### config.mk
export PLATFORM = sky130hd
export DESIGN_NAME = unique_id_set_table
export DESIGN_NICKNAME = d
export VERILOG_FILES = /design/src/sv/uidst_pkg.sv /design/src/sv/uidst_out_reg.sv /design/src/sv/unique_id_set_table.sv
export SDC_FILE = /design/constraint.sdc
export NUM_CORES = 2
export LEC_CHECK = 0
export ABC_AREA = 1
export BUFFER_PORTS_ARGS = -buffer_cell sky130_fd_sc_hd__buf_4
export CORE_AREA = 2 2 395 397
export CTS_CLUSTER_SIZE = 12
export DETAILED_ROUTE_END_ITERATION = 8
export DIE_AREA = 0 0 397 399
export PLACE_DENSITY = 0.77
export SLEW_MARGIN = 30
export SYNTH_ARGS = -nofsm -noshare
export SYNTH_HDL_FRONTEND = slang
export SYNTH_SLANG_ARGS = --single-unit
### constraint.sdc
create_clock -name clk -period 7.1 [get_ports clk]
set_clock_uncertainty 0.1 [all_clocks]
set_input_delay 0.355 -clock clk [delete_from_list [all_inputs] [get_ports clk]]
set_output_delay 0.355 -clock clk [all_outputs]
set_load 0.03 [all_outputs]
### src/sv/uidst_pkg.sv
// ----------------------------------------------------------------------------
// uidst_pkg
// Shared opcodes, status codes and the result beat type for the unique ID
// set table.
// ----------------------------------------------------------------------------
package uidst_pkg;

  // operation codes on the request channel
  typedef enum logic [2:0] {
    OP_ADD      = 3'd0,
    OP_CONTAINS = 3'd1,
    OP_RM_INDEX = 3'd2,
    OP_RM_VALUE = 3'd3,
    OP_GET      = 3'd4,
    OP_SET      = 3'd5
  } op_t;

  // status codes on the response channel
  typedef enum logic [2:0] {
    ST_OK        = 3'd0,
    ST_PRESENT   = 3'd1,
    ST_NOT_FOUND = 3'd2,
    ST_RANGE     = 3'd3,
    ST_FULL      = 3'd4
  } status_t;

  // one response beat
  typedef struct packed {
    status_t     status;
    logic [31:0] read_value;
    logic [5:0]  found_position;
    logic [6:0]  fill_count;
  } rsp_t;

endpackage

### src/sv/uidst_out_reg.sv
// ----------------------------------------------------------------------------
// uidst_out_reg
// Response holding register: keeps one finished beat until the receiver
// takes it, and frees itself in the same cycle it is drained.
// ----------------------------------------------------------------------------
module uidst_out_reg
  import uidst_pkg::*;
(
  input  logic clk,
  input  logic rst,
  input  logic load_valid,
  output logic load_ready,
  input  rsp_t load_data,
  output logic rsp_valid,
  input  logic rsp_ready,
  output rsp_t rsp_data
);

  logic full;
  rsp_t data;

  // free when empty or when the held beat leaves this cycle
  assign load_ready = !full || rsp_ready;
  assign rsp_valid  = full;
  assign rsp_data   = data;

  // occupancy flag
  always_ff @(posedge clk) begin
    if (rst) begin
      full <= 1'b0;
    end else if (load_valid && load_ready) begin
      full <= 1'b1;
    end else if (rsp_ready) begin
      full <= 1'b0;
    end
  end

  // payload, no reset needed
  always_ff @(posedge clk) begin
    if (load_valid && load_ready) begin
      data <= load_data;
    end
  end

endmodule

### src/sv/unique_id_set_table.sv
// ----------------------------------------------------------------------------
// unique_id_set_table
// Ordered list of unique 32-bit IDs held in one synchronous memory with a
// fill count; add, contains, remove by index or value, get and set.
// ----------------------------------------------------------------------------
// Usage:
//   Request channel (req_valid/req_ready) carries opcode, slot_index and
//   id_value; response channel (rsp_valid/rsp_ready) returns status,
//   read_value, found_position and fill_count, one response beat per request.
//   One request is in work at a time. The memory has one read and one write
//   port with a registered read, so the walks run one entry per cycle. Get,
//   set, unused opcodes and range errors need no walk; add and contains
//   scan until a hit, a miss scans every used entry, remove at index pulls
//   the later entries down, and remove value on a hit scans, then shifts.
//   After reset the block sweeps the memory to zero with req_ready low,
//   then starts empty.
//   A finished beat sits in an output register; if the receiver stalls, the
//   next request is still accepted and worked on, and waits only to hand
//   over its own response.
// ----------------------------------------------------------------------------
module unique_id_set_table
  import uidst_pkg::*;
#(
  parameter int CAPACITY = 64
) (
  input  logic               clk,
  input  logic               rst,
  input  logic               req_valid,
  output logic               req_ready,
  input  logic [2:0]         opcode,
  input  logic [5:0]         slot_index,
  input  logic signed [31:0] id_value,
  output logic               rsp_valid,
  input  logic               rsp_ready,
  output logic [2:0]         status,
  output logic signed [31:0] read_value,
  output logic [5:0]         found_position,
  output logic [6:0]         fill_count
);

  localparam int AW = $clog2(CAPACITY);
  localparam int CW = $clog2(CAPACITY + 1);

  typedef enum logic [2:0] {
    S_CLEAR,
    S_IDLE,
    S_SCAN,
    S_SHIFT,
    S_GET,
    S_RESP
  } state_t;

  state_t        state;
  logic [CW-1:0] cnt;
  logic [2:0]    op_q;
  logic [31:0]   val_q;
  logic [CW-1:0] ptr;
  logic          pend;
  logic [AW-1:0] pend_addr;
  logic [AW-1:0] base;
  status_t       status_q;
  logic [31:0]   rd_q;
  logic [5:0]    pos_q;

  // id store
  logic [31:0]   mem [CAPACITY];
  logic [31:0]   rd_data;
  logic [AW-1:0] ra;
  logic [AW-1:0] wa;
  logic [31:0]   wd;
  logic          we;

  // helpers
  logic [31:0]   idx_w;
  logic [31:0]   cnt_w;
  logic [31:0]   pend_w;
  logic          idx_in_cap;
  logic          idx_in_fill;
  logic          issue;
  logic          hit;
  logic          at_cap;
  logic          req_acc;
  logic          load_ready;
  rsp_t          load_data;
  rsp_t          rsp_data;

  assign idx_w       = 32'(slot_index);
  assign cnt_w       = 32'(cnt);
  assign pend_w      = 32'(pend_addr);
  assign idx_in_cap  = idx_w < 32'(CAPACITY);
  assign idx_in_fill = idx_w < cnt_w;
  assign issue       = ptr < cnt;
  assign hit         = pend && (rd_data == val_q);
  assign at_cap      = cnt == CW'(CAPACITY);
  assign req_ready   = state == S_IDLE;
  assign req_acc     = req_valid && req_ready;

  // memory port control
  always_comb begin
    ra = ptr[AW-1:0];
    wa = ptr[AW-1:0];
    wd = '0;
    we = 1'b0;
    unique case (state)
      S_CLEAR: begin
        we = 1'b1;
      end
      S_IDLE: begin
        ra = idx_w[AW-1:0];
        wa = idx_w[AW-1:0];
        wd = id_value;
        we = req_acc && (op_t'(opcode) == OP_SET) && idx_in_cap;
      end
      S_SCAN: begin
        // append after a miss
        wa = cnt[AW-1:0];
        wd = val_q;
        we = !hit && !pend && !issue && (op_t'(op_q) == OP_ADD) && !at_cap;
      end
      S_SHIFT: begin
        // move the entry read last cycle one place down
        wa = pend_addr - AW'(1);
        wd = rd_data;
        we = pend && (pend_addr != base);
      end
      default: begin
      end
    endcase
  end

  always_ff @(posedge clk) begin
    if (we) begin
      mem[wa] <= wd;
    end
    rd_data <= mem[ra];
  end

  // sequencer
  always_ff @(posedge clk) begin
    if (rst) begin
      state    <= S_CLEAR;
      cnt      <= '0;
      ptr      <= '0;
      pend     <= 1'b0;
    end else begin
      unique case (state)
        // zero sweep after reset
        S_CLEAR: begin
          if (ptr == CW'(CAPACITY - 1)) begin
            ptr   <= '0;
            state <= S_IDLE;
          end else begin
            ptr <= ptr + CW'(1);
          end
        end

        // decode a new request
        S_IDLE: begin
          if (req_acc) begin
            op_q     <= opcode;
            val_q    <= id_value;
            status_q <= ST_OK;
            rd_q     <= '0;
            pos_q    <= '0;
            ptr      <= '0;
            pend     <= 1'b0;
            unique case (op_t'(opcode))
              OP_ADD, OP_CONTAINS, OP_RM_VALUE: begin
                state <= S_SCAN;
              end
              OP_RM_INDEX: begin
                if (idx_in_fill) begin
                  ptr   <= idx_w[CW-1:0];
                  base  <= idx_w[AW-1:0];
                  state <= S_SHIFT;
                end else begin
                  status_q <= ST_RANGE;
                  state    <= S_RESP;
                end
              end
              OP_GET: begin
                if (idx_in_cap) begin
                  state <= S_GET;
                end else begin
                  status_q <= ST_RANGE;
                  state    <= S_RESP;
                end
              end
              OP_SET: begin
                if (!idx_in_cap) begin
                  status_q <= ST_RANGE;
                end
                state <= S_RESP;
              end
              default: begin
                state <= S_RESP;
              end
            endcase
          end
        end

        // linear search over the used entries
        S_SCAN: begin
          if (hit) begin
            pend <= 1'b0;
            unique case (op_t'(op_q))
              OP_CONTAINS: begin
                pos_q <= pend_w[5:0];
                state <= S_RESP;
              end
              OP_ADD: begin
                status_q <= ST_PRESENT;
                state    <= S_RESP;
              end
              default: begin
                ptr   <= pend_w[CW-1:0];
                base  <= pend_addr;
                state <= S_SHIFT;
              end
            endcase
          end else if (!pend && !issue) begin
            if (op_t'(op_q) == OP_ADD) begin
              if (at_cap) begin
                status_q <= ST_FULL;
              end else begin
                cnt <= cnt + CW'(1);
              end
            end else begin
              status_q <= ST_NOT_FOUND;
            end
            state <= S_RESP;
          end else begin
            pend      <= issue;
            pend_addr <= ptr[AW-1:0];
            if (issue) begin
              ptr <= ptr + CW'(1);
            end
          end
        end

        // read the removed entry, then pull later entries down
        S_SHIFT: begin
          if (pend && (pend_addr == base)) begin
            rd_q <= rd_data;
          end
          if (!pend && !issue) begin
            cnt   <= cnt - CW'(1);
            state <= S_RESP;
          end else begin
            pend      <= issue;
            pend_addr <= ptr[AW-1:0];
            if (issue) begin
              ptr <= ptr + CW'(1);
            end
          end
        end

        // read data of a get
        S_GET: begin
          rd_q  <= rd_data;
          state <= S_RESP;
        end

        // hand the beat to the output register
        S_RESP: begin
          if (load_ready) begin
            state <= S_IDLE;
          end
        end

        default: begin
          state <= S_IDLE;
        end
      endcase
    end
  end

  // response beat
  always_comb begin
    load_data.status         = status_q;
    load_data.read_value     = rd_q;
    load_data.found_position = pos_q;
    load_data.fill_count     = cnt_w[6:0];
  end

  uidst_out_reg u_out (
    .clk        (clk),
    .rst        (rst),
    .load_valid (state == S_RESP),
    .load_ready (load_ready),
    .load_data  (load_data),
    .rsp_valid  (rsp_valid),
    .rsp_ready  (rsp_ready),
    .rsp_data   (rsp_data)
  );

  assign status         = rsp_data.status;
  assign read_value     = rsp_data.read_value;
  assign found_position = rsp_data.found_position;
  assign fill_count     = rsp_data.fill_count;

  // checks
  a_cnt_bound: assert property (@(posedge clk) disable iff (rst)
    cnt <= CW'(CAPACITY))
    else $error("fill count above capacity");

  a_cnt_step: assert property (@(posedge clk) disable iff (rst)
    ##1 (cnt == $past(cnt) || cnt == $past(cnt) + CW'(1) || cnt == $past(cnt) - CW'(1)))
    else $error("fill count moved by more than one");

  a_shift_write: assert property (@(posedge clk) disable iff (rst)
    (state == S_SHIFT && we) |-> (32'(wa) + 32'd1 < cnt_w))
    else $error("shift write outside the used entries");

  a_scan_pend: assert property (@(posedge clk) disable iff (rst)
    (state == S_SCAN && pend) |-> (pend_w < cnt_w))
    else $error("search compared an unused entry");

endmodule

==> results by group <==
CTS
  • Root Driver: clkbuf_16
  • Setup repair bufs after CTS: 0
  • H-tree levels: 4
  • CTS tree: built
  • TritonCTS buffer count: 218
  • Worst-Skew Late Latency: 900 ps
  • Clock tree sinks: 2,235
  • Clk buf depth: 3
  • Worst-path clk slew: 60 ps

Global route
  • Largest net degree at the start of global routing: 192
  • First-pass GRT wire length: 377,100 um
  • Remaining Overflow, GRT: 0
  • Vias in the first global route: 57,774
  • Tot GR Track Use: 32.71%
  • Initial antenna violation count: 6

STA
  • Slew HR: 22.26%
  • Max Slew Vio Count: 0
  • Endpoints failing setup: 0
  • Final Cycle Share: 66.49%
  • Final min period: 4720 ps
  • Worst slew pin tran: 1166 ps
  • Setup_tns: 0 ps
  • Final Hold Vio Count: 0
  • F_max: 211.8 MHz
  • Unrepaired setup endpoints after global routing: false

Synth
  • Seq/Total Area, Yosys: 72.35%
  • Seq cells post-synth: 2,235
  • Yosys cell types: 38
  • Mapped Nets: 7,798
  • Async set-reset flop share out of synthesis: 0%
  • Top_reg_cell synth: edfxtp_1
  • Cells after Synth: 7,734
  • Number of synthesized flops with an enable pin: 2,184
  • Synthesis Warnings: 0
  • Post-Syn Area: 92,060 sq um
  • Mapped Avg Cell Area: 11.90 sq um

Power
  • Leak pwr: 37.38 nW
  • VDD IR max: 269.4 uV
  • Pwr dens: 264.3 nW/um^2

Status
  • Outcome: complete, no violations

Min path
  • Min-Delay Path Class: input port to flip-flop

Worst setup path
  • Crit start category: flip-flop
  • Worst Setup End Kind: flip-flop
  • Crit Path Class: flip-flop to flip-flop
  • Worst EP arrival: 5100 ps
  • Critical path fanouts, max: 39
  • Worst EP required: 7480 ps

Drt
  • Vias post-DR: 62,334
  • First-pass DRT Iterations: 7
  • Residual DRC count: 0
  • Via/cell ratio: 6.247
  • Drt wl/cell: 26.43 um
  • Routed Antenna Nets: 0
  • Final wirelength: 263,800 um
  • Iter 0 DRT Violations: 10,507

Finish
  • Fillers: 10,260
  • Number of diodes: 0
  • NumNets Final: 7,861
  • Cell area after layout: 104,000 sq um
  • Layout Area Growth over Synthesis: 13.00%
  • Layout cells sized above 1: 8.116%

Floorplanning
  • DIE AREA: 158,400 sq um
  • Core ar.: 153,700 sq um
  • Row cnt: 144
  • Die H: 399 um
  • Starting Density: 59.90%
  • IO Pins: 95
  • Die X: 397 um

Placed design
  • Placed Area: 95,610 sq um
  • DP HPWL: 150,900 um
  • Placer Congestion: 0.9942
  • Port-buffer cells: 94

Job
  • Max Cap Viol: 0
critical path, cell delays in order, from the launching register on:
cell and delay (ps):
dfxtp_1 430, inv_2 100, nand2_2 120, nor2_4 100, inv_2 150, buf_4 710
o22ai_1 210, o22ai_1 460, inv_1 130, nor2_1 250, nand2_2 590, nor2_4 960
cells by family after synthesis:
logic type               count (synthesis)  share of synthesized area [%]
flip-flops                            2235                          72.35
AO/OA/AOI/OAI                         1060                          7.428
AND/OR/NAND/NOR                       3191                          14.46
XOR/XNOR                                18                         0.1713
adder cells (fa/ha/maj)                 19                         0.2664
buffers and inverters                 1211                          5.325
path summary, 6_finish.rpt:
check                                   from            endpoint  slack (ps)  depth (start not counted)
worst max register to register      state[2]          mem[24][2]        2380                         11
worst min-delay path            id_value[21]           val_q[21]         150                          2
worst min register to register      rd_q[17]  u_out.rsp_data[30]         320                          0
worst max-delay path                state[2]          mem[24][2]        2380                         11
cells in the mapped netlist (2+ instances only):
cell | instances | area [sq um]
buf_4 | 9 | 67.56
clkbuf_1 | 146 | 548.0
inv_1 | 742 | 2785
nand2_1 | 1455 | 5461
nand4_1 | 11 | 68.82
buf_2 | 258 | 1291
o21bai_1 | 5 | 37.54
nand2_2 | 4 | 25.02
xnor2_1 | 11 | 96.34
o221ai_1 | 26 | 227.7
nor3b_1 | 3 | 22.52
o211ai_1 | 552 | 4144
o21a_1 | 3 | 22.52
dfxtp_1 | 51 | 1021
buf_1 | 51 | 191.4
o21ai_0 | 385 | 1927
nand3_1 | 994 | 4975
nor2_4 | 2 | 22.52
edfxtp_1 | 2184 | 65580
and3_1 | 2 | 12.51
ha_1 | 18 | 225.2
nor4_1 | 2 | 12.51
o21ai_1 | 30 | 150.1
a211oi_1 | 2 | 15.01
xor2_1 | 7 | 61.31
nor2_1 | 708 | 2658
a21oi_1 | 45 | 225.2
o22ai_1 | 5 | 31.28
o21ai_2 | 3 | 26.28
inv_2 | 4 | 15.01
nor3_1 | 9 | 45.04
cell usage in the layout, fill, tap and decap left out, types with 3 or more instances in the layout:
cell type,n
nand4_1,11
clkbuf_1,75
dfxtp_1,51
xnor2_1,11
clkbuf_8,11
o21a_1,3
o21bai_1,5
buf_12,23
o21ai_1,30
ha_1,18
nor3b_1,3
inv_2,5
clkbuf_16,220
o21ai_0,385
nor3_1,8
clkinv_16,6
buf_16,58
buf_8,8
xor2_1,7
nor2_4,67
inv_1,738
nor2_1,642
edfxtp_1,2184
buf_6,10
a21oi_4,4
dlygate4sd3_1,44
nand2_2,10
inv_6,4
buf_4,164
nand2_1,1446
o211ai_1,552
clkinv_2,5
clkinv_1,28
bufinv_16,3
clkinvlp_4,4
nand3_1,994
o221ai_4,26
a21oi_1,42
o22ai_1,5
what timing repair did:
action / CTS / global route
endpoints found under the setup margin: 0 / 0
endpoints found under the hold margin: 95 / 0
resized for setup: 0 / 0
hold buffers: 44 / 0
final cells by class:
class / instances / area, sq um / share of cell area [%]
clock buffers: 306 / 5938 / 5.709
multi-input cells: 4288 / 21610 / 20.77
clock inverters: 52 / 525.5 / 0.5052
well taps: 2044 / 2557 / 2.459
inverters: 747 / 2824 / 2.715
flip-flops and latches: 2235 / 66600 / 64.03
repair buffers: 307 / 3961 / 3.808
metrics by stage:
| stage | cells | util [%] | hold slack [ps] | setup slack (ps) | power, mW |
|---|---|---|---|---|---|
| floorplan | 7734 | - | 300.3 | 3157 | 16.04 |
| global placement | 9508 | 62.01 | 303.6 | 2499 | 16.83 |
| detailed placement | 9521 | 62.21 | 304.5 | 2484 | 16.88 |
| CTS | 9923 | 66.70 | 105.9 | 2450 | 27.37 |
| global route | 9979 | 67.68 | 142.3 | 2200 | 28.15 |
| finish | 9979 | 67.68 | 153.2 | 2380 | 27.50 |
flip-flops by register name, summed over array words and instances, names as in the netlist:
| signal | cells |
|---|---|
| status_q | 3 |
| base | 6 |
| u_out.rsp_valid | 1 |
| pend_addr | 6 |
| state | 3 |
| ptr | 7 |
| pos_q | 6 |
| val_q | 32 |
| op_q | 3 |
| cnt | 7 |
| u_out.rsp_data | 48 |
| rd_q | 32 |
| pend | 1 |
| rd_data | 32 |
| mem | 2048 |
where the power goes:
part / internal [mW] / total, mW / switching (mW)
combinational: 0.602 / 2.23 / 1.63
clock: 5.89 / 10.7 / 4.84
sequential: 14.4 / 14.5 / 0.150
total: 20.9 / 27.5 / 6.62
layer usage:
| metal | part of all wire (%) | wire, um | GRT usage [%] |
|---|---|---|---|
| met1 | 36 | 94710 | 45.20 |
| met2 | 43 | 114300 | 47.15 |
| met3 | 14 | 37560 | 8.772 |
| met4 | 6.5 | 17160 | 18.98 |
| met5 | 0.0087 | 23 | 0 |
(Power assumes the default switching activity.)
